<file path="src/rtl/ted_pkg.sv">
// Shared widths, codes and types of the text encoding detector.
package ted_pkg;

  localparam int LENGTH_BITS = 24;
  localparam int SCORE_W     = 26;
  localparam int HIST_DEPTH  = 7;

  localparam logic [SCORE_W-1:0] SCORE_MAX = {SCORE_W{1'b1}};
  localparam logic [LENGTH_BITS-1:0] POS_MAX = {LENGTH_BITS{1'b1}};

  typedef logic [SCORE_W-1:0]     score_t;
  typedef logic [LENGTH_BITS-1:0] pos_t;

  typedef enum logic [2:0] {
    ENC_UNKNOWN = 3'd0,
    ENC_UTF16LE = 3'd1,
    ENC_UTF16BE = 3'd2,
    ENC_UTF8    = 3'd3,
    ENC_JIS     = 3'd4,
    ENC_ASCII   = 3'd5,
    ENC_SJIS    = 3'd6,
    ENC_EUCJP   = 3'd7
  } enc_t;

  typedef enum logic [1:0] {
    MARK_NONE    = 2'd0,
    MARK_UTF16LE = 2'd1,
    MARK_UTF16BE = 2'd2,
    MARK_UTF8    = 2'd3
  } mark_t;

  typedef enum logic [1:0] {
    ESC_UNDECIDED = 2'd0,
    ESC_FOUND     = 2'd1,
    ESC_ABORTED   = 2'd2
  } esc_t;

  typedef enum logic [1:0] {
    WIDE_NONE = 2'd0,
    WIDE_LE   = 2'd1,
    WIDE_BE   = 2'd2
  } wide_t;

  typedef enum logic [1:0] {
    EUC_NORMAL = 2'd0,
    EUC_SKIP   = 2'd1,
    EUC_PEND3  = 2'd2
  } euc_t;

  // Saturating add of a small increment to a score.
  function automatic score_t sat_add(input score_t s, input logic [1:0] d);
    logic [SCORE_W:0] sum;
    sum = {1'b0, s} + {{(SCORE_W-1){1'b0}}, d};
    if (sum > {1'b0, SCORE_MAX}) begin
      return SCORE_MAX;
    end
    return sum[SCORE_W-1:0];
  endfunction

  function automatic logic in_rng(input logic [7:0] v, input logic [7:0] lo,
                                  input logic [7:0] hi);
    return (v >= lo) && (v <= hi);
  endfunction

endpackage

</file>
<file path="src/rtl/text_encoding_detector_unit.sv">
// Top level of the text encoding detector: byte stream in, one verdict per buffer out.
// Usage:
//   in_*  : one byte of a text buffer per beat; in_tlast marks the final byte.
//   out_* : one verdict beat per buffer, out_tdata[2:0] = encoding
//           (0 unknown, 1 utf16le, 2 utf16be, 3 utf8, 4 jis, 5 ascii,
//           6 sjis, 7 eucjp).
//   Bytes are checked for a byte-order mark, JIS escapes, UTF-16 zero-byte
//   parity and pure ASCII, and scored as Shift-JIS, UTF-8 and EUC-JP sequences.
// Timing:
//   A byte is captured in an input register and folded into the detector
//   state when it leaves that register; the verdict for a buffer is written
//   to the result register as its last byte leaves the input register. One byte
//   per clock is sustained while no last byte waits for the result register.
// Reset:
//   rst_n low clears all detector state and the valid flags of the input and
//   result registers. After each verdict the state returns to its reset values.
// Stall:
//   While a verdict waits on out_tready, bytes that are not the last of a
//   buffer keep flowing; a last byte waits in the input register until the
//   result register is free.
module text_encoding_detector_unit
  import ted_pkg::*;
(
  input  logic       clk,
  input  logic       rst_n,
  input  logic       in_tvalid,
  output logic       in_tready,
  input  logic [7:0] in_tdata,   // [7:0] data_byte
  input  logic       in_tlast,   // last_byte
  output logic       out_tvalid,
  input  logic       out_tready,
  output logic [7:0] out_tdata   // [2:0] encoding, [7:3] zero
);

  // Input register
  logic       in_valid_r;
  logic [7:0] byte_r;
  logic       last_r;

  // Detector state
  logic [7:0] hist_r [HIST_DEPTH];
  pos_t       pos_r;
  mark_t      mark_r,      mark_nxt;
  esc_t       esc_r,       esc_nxt;
  wide_t      wide_r,      wide_nxt;
  logic       non_ascii_r, non_ascii_nxt;
  logic       sj_skip_r,   sj_skip_nxt;
  logic       u8_skip_r,   u8_skip_nxt;
  euc_t       euc_r,       euc_nxt;
  score_t     sj_score_r,  sj_score_nxt;
  score_t     u8_score_r,  u8_score_nxt;
  score_t     euc_score_r, euc_score_nxt;

  // Result register
  logic       out_valid_r;
  enc_t       enc_r;
  enc_t       enc_nxt;

  logic out_free;
  logic advance;
  logic esc_hit;
  logic u8_skip_now;
  logic [7:0] b;
  logic [7:0] r0;
  logic [7:0] r1;

  assign out_free  = !out_valid_r || out_tready;
  // A byte moves into the state when its result, if any, has a slot.
  assign advance   = in_valid_r && (!last_r || out_free);
  assign in_tready = !in_valid_r || advance;

  assign out_tvalid = out_valid_r;
  assign out_tdata  = {5'd0, enc_r};

  assign b  = byte_r;
  assign r0 = hist_r[0];
  assign r1 = hist_r[1];

  // A JIS escape completed by the previous bytes (at least one byte follows it).
  always_comb begin
    esc_hit = 1'b0;
    if (pos_r >= pos_t'(3) && hist_r[2] == 8'h1B) begin
      if (hist_r[1] == 8'h28 &&
          (hist_r[0] == 8'h42 || hist_r[0] == 8'h4A || hist_r[0] == 8'h49)) begin
        esc_hit = 1'b1;
      end
      if (hist_r[1] == 8'h24 && (hist_r[0] == 8'h40 || hist_r[0] == 8'h42)) begin
        esc_hit = 1'b1;
      end
    end
    if (pos_r >= pos_t'(6) && hist_r[5] == 8'h1B && hist_r[4] == 8'h26 &&
        hist_r[3] == 8'h40 && hist_r[2] == 8'h1B && hist_r[1] == 8'h24 &&
        hist_r[0] == 8'h42) begin
      esc_hit = 1'b1;
    end
    if (pos_r >= pos_t'(4) && hist_r[3] == 8'h1B && hist_r[2] == 8'h24 &&
        hist_r[1] == 8'h28 && hist_r[0] == 8'h44) begin
      esc_hit = 1'b1;
    end
  end

  // Fold one byte into the detector state and form the verdict.
  always_comb begin
    mark_nxt      = mark_r;
    esc_nxt       = esc_r;
    wide_nxt      = wide_r;
    non_ascii_nxt = non_ascii_r;
    sj_skip_nxt   = sj_skip_r;
    u8_skip_nxt   = u8_skip_r;
    euc_nxt       = euc_r;
    sj_score_nxt  = sj_score_r;
    u8_score_nxt  = u8_score_r;
    euc_score_nxt = euc_score_r;
    u8_skip_now   = u8_skip_r;

    // Byte-order mark at the buffer start
    if (pos_r == pos_t'(1)) begin
      if (r0 == 8'hFF && b == 8'hFE) begin
        mark_nxt = MARK_UTF16LE;
      end else if (r0 == 8'hFE && b == 8'hFF) begin
        mark_nxt = MARK_UTF16BE;
      end
    end else if (pos_r == pos_t'(2) && mark_r == MARK_NONE) begin
      if (r1 == 8'hEF && r0 == 8'hBB && b == 8'hBF) begin
        mark_nxt = MARK_UTF8;
      end
    end

    // JIS escape search; a high byte while undecided aborts it
    if (esc_r == ESC_UNDECIDED) begin
      if (esc_hit) begin
        esc_nxt = ESC_FOUND;
      end else if (b > 8'h7F) begin
        esc_nxt = ESC_ABORTED;
      end
    end

    // UTF-16 zero-byte parity: even position of this byte means little endian
    if (pos_r != '0 && wide_r == WIDE_NONE && r0 == 8'h00 && b <= 8'h7F) begin
      wide_nxt = pos_r[0] ? WIDE_BE : WIDE_LE;
    end

    if (b == 8'h1B || b >= 8'h80) begin
      non_ascii_nxt = 1'b1;
    end

    if (pos_r != '0) begin
      // Shift-JIS pairs
      if (sj_skip_r) begin
        sj_skip_nxt = 1'b0;
      end else if ((in_rng(r0, 8'h81, 8'h9F) || in_rng(r0, 8'hE0, 8'hFC)) &&
                   (in_rng(b, 8'h40, 8'h7E) || in_rng(b, 8'h80, 8'hFC))) begin
        sj_score_nxt = sat_add(sj_score_r, 2'd2);
        sj_skip_nxt  = 1'b1;
      end

      // UTF-8: a three-byte hit suppresses a two-byte hit on the same byte
      u8_skip_nxt = 1'b0;
      if (pos_r >= pos_t'(2) && in_rng(r1, 8'hE0, 8'hEF) &&
          in_rng(r0, 8'h80, 8'hBF) && in_rng(b, 8'h80, 8'hBF)) begin
        u8_score_nxt = sat_add(u8_score_r, 2'd3);
        u8_skip_now  = 1'b1;
      end
      if (!u8_skip_now && in_rng(r0, 8'hC0, 8'hDF) && in_rng(b, 8'h80, 8'hBF)) begin
        u8_score_nxt = sat_add(u8_score_r, 2'd2);
        u8_skip_nxt  = 1'b1;
      end

      // EUC-JP
      if (euc_r == EUC_SKIP) begin
        euc_nxt = EUC_NORMAL;
      end else if (euc_r == EUC_PEND3 && in_rng(b, 8'hA1, 8'hFE)) begin
        euc_score_nxt = sat_add(euc_score_r, 2'd3);
        euc_nxt       = EUC_SKIP;
      end else begin
        euc_nxt = EUC_NORMAL;
        if ((in_rng(r0, 8'hA1, 8'hFE) && in_rng(b, 8'hA1, 8'hFE)) ||
            (r0 == 8'h8E && in_rng(b, 8'hA1, 8'hDF))) begin
          euc_score_nxt = sat_add(euc_score_r, 2'd2);
          euc_nxt       = EUC_SKIP;
        end else if (r0 == 8'h8F && in_rng(b, 8'hA1, 8'hFE)) begin
          euc_nxt = EUC_PEND3;
        end
      end
    end

    // Verdict in priority order; a tie for the top score gives unknown
    if (mark_nxt != MARK_NONE) begin
      unique case (mark_nxt)
        MARK_UTF16LE: enc_nxt = ENC_UTF16LE;
        MARK_UTF16BE: enc_nxt = ENC_UTF16BE;
        default:      enc_nxt = ENC_UTF8;
      endcase
    end else if (esc_nxt == ESC_FOUND) begin
      enc_nxt = ENC_JIS;
    end else if (wide_nxt == WIDE_LE) begin
      enc_nxt = ENC_UTF16LE;
    end else if (wide_nxt == WIDE_BE) begin
      enc_nxt = ENC_UTF16BE;
    end else if (!non_ascii_nxt) begin
      enc_nxt = ENC_ASCII;
    end else if (sj_score_nxt > euc_score_nxt && sj_score_nxt > u8_score_nxt) begin
      enc_nxt = ENC_SJIS;
    end else if (u8_score_nxt > euc_score_nxt && u8_score_nxt > sj_score_nxt) begin
      enc_nxt = ENC_UTF8;
    end else if (euc_score_nxt > sj_score_nxt && euc_score_nxt > u8_score_nxt) begin
      enc_nxt = ENC_EUCJP;
    end else begin
      enc_nxt = ENC_UNKNOWN;
    end
  end

  // Input register: take a beat whenever it is empty or the held byte moves on
  always_ff @(posedge clk) begin
    if (!rst_n) begin
      in_valid_r <= 1'b0;
    end else if (in_tready) begin
      in_valid_r <= in_tvalid;
    end
    if (in_tready) begin
      byte_r <= in_tdata;
      last_r <= in_tlast;
    end
  end

  // Detector state: advance per byte, clear after the last byte of a buffer
  always_ff @(posedge clk) begin
    if (!rst_n || (advance && last_r)) begin
      for (int i = 0; i < HIST_DEPTH; i++) begin
        hist_r[i] <= 8'h00;
      end
      pos_r       <= '0;
      mark_r      <= MARK_NONE;
      esc_r       <= ESC_UNDECIDED;
      wide_r      <= WIDE_NONE;
      non_ascii_r <= 1'b0;
      sj_skip_r   <= 1'b0;
      u8_skip_r   <= 1'b0;
      euc_r       <= EUC_NORMAL;
      sj_score_r  <= '0;
      u8_score_r  <= '0;
      euc_score_r <= '0;
    end else if (advance) begin
      hist_r[0] <= byte_r;
      for (int i = 1; i < HIST_DEPTH; i++) begin
        hist_r[i] <= hist_r[i-1];
      end
      if (pos_r != POS_MAX) begin
        pos_r <= pos_r + pos_t'(1);
      end
      mark_r      <= mark_nxt;
      esc_r       <= esc_nxt;
      wide_r      <= wide_nxt;
      non_ascii_r <= non_ascii_nxt;
      sj_skip_r   <= sj_skip_nxt;
      u8_skip_r   <= u8_skip_nxt;
      euc_r       <= euc_nxt;
      sj_score_r  <= sj_score_nxt;
      u8_score_r  <= u8_score_nxt;
      euc_score_r <= euc_score_nxt;
    end
  end

  // Result register: hold a verdict until the receiver takes it
  always_ff @(posedge clk) begin
    if (!rst_n) begin
      out_valid_r <= 1'b0;
    end else if (out_free) begin
      out_valid_r <= advance && last_r;
    end
    if (out_free && advance && last_r) begin
      enc_r <= enc_nxt;
    end
  end

endmodule
</file>
<file path="config.mk">
export PLATFORM = sky130hd
export DESIGN_NAME = text_encoding_detector_unit
export DESIGN_NICKNAME = d
export VERILOG_FILES = /design/src/rtl/ted_pkg.sv /design/src/rtl/text_encoding_detector_unit.sv
export SDC_FILE = /design/constraint.sdc
export NUM_CORES = 1
export LEC_CHECK = 0
export BUFFER_PORTS_ARGS = -buffer_cell sky130_fd_sc_hd__clkbuf_2
export CORE_ASPECT_RATIO = 1.2
export CORE_MARGIN = 2
export CORE_UTILIZATION = 55
export DETAILED_ROUTE_END_ITERATION = 12
export GPL_TIMING_DRIVEN = 0
export PLACE_DENSITY = 0.8
export SETUP_SLACK_MARGIN = 0.15
export SLEW_MARGIN = 0
export SYNTH_ARGS = -nofsm -noshare
export SYNTH_HDL_FRONTEND = slang
export SYNTH_SLANG_ARGS = --single-unit
export TNS_END_PERCENT = 100
</file>
<file path="constraint.sdc">
create_clock -name clk -period 5.5 [get_ports clk]
set_clock_uncertainty 0.1 [all_clocks]
set_input_delay 0.275 -clock clk [delete_from_list [all_inputs] [get_ports clk]]
set_output_delay 0.275 -clock clk [all_outputs]
set_load 0.01 [all_outputs]
</file>
### Word-level counts from Yosys, hierarchy flattened

Memories as Yosys holds them, arrays and structs flattened.
Cells that the tools add are included.

* memories: 1
* output and inout port bits: 10
* bits of input ports: 13
* memory bits (read-only): 0
* bits in writable memories: 56
* word-level logic and storage cells: 258
* register bits: 127
* bits in latches: 0

* shift-type cells: 0
* $add $sub $neg: 6
* $lt $le $gt $ge: 37
* eq/ne operators: 33
* bitwise gates (word level): 7
* div/mod/pow operators: 0
* multiplexer cells: 85
* reductions and logical operators: 73
* multipliers: 0

Memories
* hist_r: words 7, bits a word 8, read ports 6, clocked after memory_dff 0, write ports 7, RTL line text_encoding_detector_unit.sv:41 `logic [7:0] hist_r [HIST_DEPTH];`

Operator list (number)
* 2-to-1 mux 26 bit: 20
* greater-than comparator 26 bit: 6
* adder 26 x 2 -> 27 bit, second input constant: 5
* greater-than comparator 27 x 26 -> 1 bit, second input constant: 5
* <= comparator 8 bit, second input constant: 10
* == test 8 bit, second input constant: 9
* >= comparator 8 bit, second input constant: 8
* 2-to-1 mux 8 bit: 7
* logical AND 1 bit: 49
* == test 8 x 7 -> 1 bit, second input constant: 6
* >= comparator 24 x 2 -> 1 bit, second input constant: 2
* >= comparator 24 x 3 -> 1 bit, second input constant: 2
* 2-to-1 mux 1 bit: 35
* == test 8 x 5 -> 1 bit, second input constant: 4
* == test 8 x 6 -> 1 bit, second input constant: 4
* 2-to-1 mux 2 bit: 14
* adder 24 x 1 -> 24 bit, second input constant: 1
* == test 24 x 1 -> 1 bit, second input constant: 1
* == test 24 x 2 -> 1 bit, second input constant: 1
* 2-to-1 mux 3 bit: 8
* inequality test 24 bit, second input constant: 1
* nonzero test 24 bit: 1
* <= comparator 8 x 7 -> 1 bit, second input constant: 2
* logical OR 1 bit: 11
* 11 further kinds: 29

### Logic depth before layout (Yosys ltp)

An unclocked memory read counts as a cell.

* depth in word-level cells: 26
* depth in mapped cells: 27
* mapped depth without buffers: 25

### Worst setup path after synthesis

No wires, ideal clock.

* path kind: register -> register
* start point: register euc_score_r[1]
* end point: register enc_r[0] (data pin)
* cell stages (with the launch flop): 26
* data required time: 5131 ps
* slack: 184 ps
* path buffers: 2
* data arrival time: 4947 ps
* setup time: 269 ps
* cell sequence: dfxtp_1 inv_1 ha_1 inv_1 a2111o_1 or4b_2 a2111oi_0 nand4_1 and2_1 clkbuf_1 buf_2 nor2_1 o221ai_1 o31ai_1 ha_1 nand4_1 nor2_1 nand2_1 or2_2 o221ai_1 nor2_1 o21ai_0 a21oi_1 o31a_1 o311ai_1 nand2_1

* cells in the longest elaborated chain, start to end: 22

Ends and longest elaborated chain
* from (decl): RTL line text_encoding_detector_unit.sv:52 `score_t euc_score_r, euc_score_nxt;`
* from (signal assigned): RTL line text_encoding_detector_unit.sv:260 `euc_score_r <= euc_score_nxt;`
* adder 26 x 2 -> 27 bit: RTL line ted_pkg.sv:53 `sum = {1'b0, s} + {{(SCORE_W-1){1'b0}}, d};`
* greater-than comparator 27 x 26 -> 1 bit: RTL line ted_pkg.sv:54 `if (sum > {1'b0, SCORE_MAX}) begin`
* 2-to-1 mux 1 bit: RTL line ted_pkg.sv:54
* 2-to-1 mux 1 bit: RTL line text_encoding_detector_unit.sv:177 `if ((in_rng(r0, 8'hA1, 8'hFE) && in_rng(b, 8'hA1, 8'hFE)) ||`
* 2-to-1 mux 1 bit: RTL line text_encoding_detector_unit.sv:172 `end else if (euc_r == EUC_PEND3 && in_rng(b, 8'hA1, 8'hFE)) begin`
* 2-to-1 mux 1 bit: RTL line text_encoding_detector_unit.sv:170 `if (euc_r == EUC_SKIP) begin`
* 2-to-1 mux 1 bit: RTL line text_encoding_detector_unit.sv:147 `if (pos_r != '0) begin`
* 2-to-1 mux 26 bit: RTL line ted_pkg.sv:57 `return sum[SCORE_W-1:0];`
* [4 not listed]
* via euc_score_nxt[23]: RTL line text_encoding_detector_unit.sv:52
* [3 not listed]
* 2-to-1 mux 3 bit: RTL line text_encoding_detector_unit.sv:204 `end else if (u8_score_nxt > euc_score_nxt && u8_score_nxt > sj_score_nxt) begin`
* 2-to-1 mux 3 bit (*): RTL line text_encoding_detector_unit.sv:202 `end else if (sj_score_nxt > euc_score_nxt && sj_score_nxt > u8_score_nxt) begin`
* 2-to-1 mux 3 bit (*): RTL line text_encoding_detector_unit.sv:200 `end else if (!non_ascii_nxt) begin`
* 2-to-1 mux 3 bit (*): RTL line text_encoding_detector_unit.sv:198 `end else if (wide_nxt == WIDE_BE) begin`
* 2-to-1 mux 3 bit (*): RTL line text_encoding_detector_unit.sv:196 `end else if (wide_nxt == WIDE_LE) begin`
* 2-to-1 mux 3 bit (*): RTL line text_encoding_detector_unit.sv:194 `end else if (esc_nxt == ESC_FOUND) begin`
* 2-to-1 mux 3 bit (*): RTL line text_encoding_detector_unit.sv:188 `if (mark_nxt != MARK_NONE) begin`
* via enc_nxt[0]: RTL line text_encoding_detector_unit.sv:57 `enc_t enc_nxt;`
* to (signal assigned): RTL line text_encoding_detector_unit.sv:272 `enc_r <= enc_nxt;`
* to (decl): RTL line text_encoding_detector_unit.sv:56 `enc_t enc_r;`

The timed path passes the listed nets; every way through them passes the cells marked *. The select of a mux whose other input is x is not followed.
A chain may end at the register's enable or synchronous reset.

### Worst setup path after layout

* start point: register euc_score_r[8]
* end point: register enc_r[1] (data pin)

The elaborated chain is that of the path after synthesis.

==> flow_metrics.py <==
metrics = {
    "logic_synthesis": {
        "synthArstFlopShare": 0,
        "yosys.cell_types.count": 92,
        "synthTopCellsByCount": "192 x nand2_1, 159 x nor2_1, 129 x a21oi_1, 115 x dfxtp_1, 114 x clkbuf_1",
        "netlist_area_um2": 13500,
        "synth-edff-count": 44,
        "syn_avg_cell_area_um2": 7.53,
        "synth_top_area_cell": "dfxtp_1",
        "synth.most_common_cell": "nand2_1",
        "ys_seq_area_frac": 0.269,
        "synthCells": 1791,
        "synth_top_area_share": 0.171,
        "synth.top_cells.by_area": "dfxtp_1 17%, edfxtp_1 9.8%, ha_1 8.4%",
        "ys_ff_latch": 159,
        "ys_warn_count": 0,
        "synth_ff_type": "dfxtp_1",
    },
    "setup_path": {
        "crit_slowest_cell": "or3_4",
        "end_kind": "register",
        "cpPeakStageDelay_ps": 480,
        "crit_family": "simple AND/OR/NAND/NOR gates",
        "worst-path-buf-inv": 4,
        "crit_path_start_kind": "register",
        "cp.arrival_ps": 5810,
        "criticalPathCategory": "register to register",
        "cp_data_required_time_ps": 5580,
        "cp_max_fo": 10,
        "crit_path_frequent_cell": "nand4_1",
    },
    "timing": {
        "setup_violations": 3,
        "finalHoldViolCount": 0,
        "setup_slack_ps": -231,
        "finalCriticalPeriod_ps": 5730,
        "tns_ps": -579,
        "max_slew_margin": -0.0238,
        "post-route-period-util": 1.04,
        "worstMarginPinSlew_ps": 1520,
        "rsz0062_at_grt": "yes",
        "fmax_mhz": 174,
        "slew_violations": 11,
    },
    "finish": {
        "layout.nets": 2077,
        "drive_above_1_share": 0.233,
        "syn2layout_area_growth_pct": 27.5,
        "final-seq-area_um2": 3640,
        "layout.cells.non_filler": 2306,
        "fillers": 1861,
        "multi_input_area_um2": 10300,
        "n_antenna_cell": 0,
    },
    "clock_tree": {
        "cts_tree": "yes",
        "numCtsBuffers": 17,
        "cts.sinks": 159,
        "clockBufferDepth": 2,
        "root_buffer": "clkbuf_16",
        "clk_latency_ps": 460,
        "clkTransAtPathRegs_ps": 70,
        "htreeDepth": 4,
    },
    "floorplan": {
        "initial_core_util": 0.561,
        "io_pins": 23,
        "num_rows": 62,
        "dieArea_um2": 25800,
        "die_h_um": 176,
        "chipWidth_um": 147,
        "core_region_area_um2": 24000,
    },
    "pwr": {
        "power_leakage_nw": 6.51,
        "switching_power_uw": 948,
        "vdd_drop_max_v": 0.000219,
        "power_frac_comb": 0.171,
        "switching_share": 0.313,
        "p_seq_frac": 0.413,
        "power_per_cell_area_nw_per_um2": 176,
        "p_int_mw": 2.08,
        "clkPwrFrac": 0.416,
        "fin_total_pwr_mw": 3.03,
    },
    "placement": {
        "gp_congestion": 1.02,
        "port_buffers": 17,
        "place_hpwl_mm": 37.6,
        "dp.cells": 2134,
    },
    "drt": {
        "drt_iter0_markers": 2014,
        "num_vias": 15900,
        "wl_mm": 54.4,
        "dr.pass1.iters": 9,
        "drc": 0,
        "via_per_inst": 6.89,
        "ant_nets": 0,
        "routedWlPerCell_um": 23.6,
    },
    "global_route": {
        "overflow": 0,
        "grt_util_met1": 0.492,
        "met2_usage": 0.655,
        "grt_util_met3": 0.0745,
        "grt_max_degree": 40,
        "globalRouteTotalUtil": 0.412,
        "top_usage_layer": "met2",
        "grt_pass1_vias": 15000,
        "grt_antenna_before_repair": 0,
        "grt_pass1_wl_mm": 82.9,
    },
    "run_status": {
        "outcome": "complete, but fails checks",
        "violations": "max-capacitance violations, max-slew violations, negative setup slack",
    },
    "worst_hold_path": {
        "holdCritPathClass": "primary input to register",
    },
    "run": {
        "cap_violations": 1,
    },
}
-- per-layer routing --
| layer | part of all wire | wire (um) |
|---|---|---|
| met1 | 0.36 | 19700 |
| met2 | 0.44 | 24200 |
| met3 | 0.10 | 5550 |
| met4 | 0.091 | 4940 |
| met5 | 0 | 0 |
-- flip-flops by register name, indices dropped and copies added (netlist names) --
signal / cells
wide_r: 2
hist_r: 32
in_valid_r: 1
u8_skip_r: 1
last_r: 1
esc_r: 2
pos_r: 24
sj_score_r: 26
euc_score_r: 26
mark_r: 2
out_tvalid: 1
non_ascii_r: 1
b: 8
sj_skip_r: 1
enc_r: 3
u8_score_r: 26
euc_r: 2
-- cells in the final DEF (no fill, tap or decap), types with 49 or more instances in the layout --
cell type	count
ha_1	80
clkbuf_1	63
nand4_1	63
a21oi_1	100
inv_1	49
nor2_1	145
and2_1	50
dfxtp_1	106
nand3_1	79
o21ai_0	87
buf_4	132
nand2_1	177
-- cell families after synthesis --
| kind of cell | count (synthesis) | share of synthesized area |
|---|---|---|
| XOR/XNOR | 55 | 0.0357 |
| flip-flops | 159 | 0.269 |
| AO/OA/AOI/OAI | 512 | 0.251 |
| AND/OR/NAND/NOR | 774 | 0.298 |
| other | 1 | 0.000278 |
| adder cells (fa/ha/maj) | 93 | 0.0860 |
| buffers and inverters | 192 | 0.0572 |
| multiplexers | 5 | 0.00380 |
-- power by group through the flow --
| stage | Combinational, mW | Sequential [mW] | Clock, mW |
|---|---|---|---|
| CTS | 0.479 | 1.25 | 1.26 |
| global route | 0.548 | 1.25 | 1.30 |
| finish | 0.517 | 1.25 | 1.26 |
| global placement | 0.381 | 1.28 | 0 |
| floorplan | 0.268 | 1.27 | 0 |
| detailed placement | 0.393 | 1.28 | 0 |
-- repair_timing --
item,CTS,global route
resized for setup,266,116
buffers inserted,99,31
hold buffers,10,0
endpoints found under the hold margin,10,0
endpoints found under the setup margin,3,3
pin swaps,81,58
-- through the flow --
stage / setup WS (ps) / hold WS [ps] / instance area (um^2) / utilization
after floorplan: 184 / 274 / 13500 / -
after global placement: -1570 / 345 / 14000 / 0.582
after detailed placement: -1500 / 354 / 14000 / 0.583
after CTS: 37.6 / 20.4 / 16600 / 0.689
after global routing: -357 / 38.0 / 17200 / 0.715
final: -231 / 32.0 / 17200 / 0.715
-- final cells by class --
| cell class | instances | share of cell area |
|---|---|---|
| Tap cell | 320 | 0.0233 |
| Clock buffer | 17 | 0.0248 |
| Multi-Input combinational cell | 1444 | 0.599 |
| Clock inverter | 15 | 0.0107 |
| Timing Repair Buffer | 159 | 0.0709 |
| Buffer | 137 | 0.0465 |
| Sequential cell | 159 | 0.212 |
| Inverter | 55 | 0.0131 |
-- worst paths after layout --
check	from	to	slack (ps)	cells after the start
worst max-delay path	euc_score_r[8]	enc_r[1]	-230	25
worst min-delay path	rst_n	out_tvalid	30	2
worst max register to register	euc_score_r[8]	enc_r[1]	-230	25
worst min register to register	esc_r[0]	esc_r[0]	380	2
No activity file was read; power rests on OpenSTA's default activity.
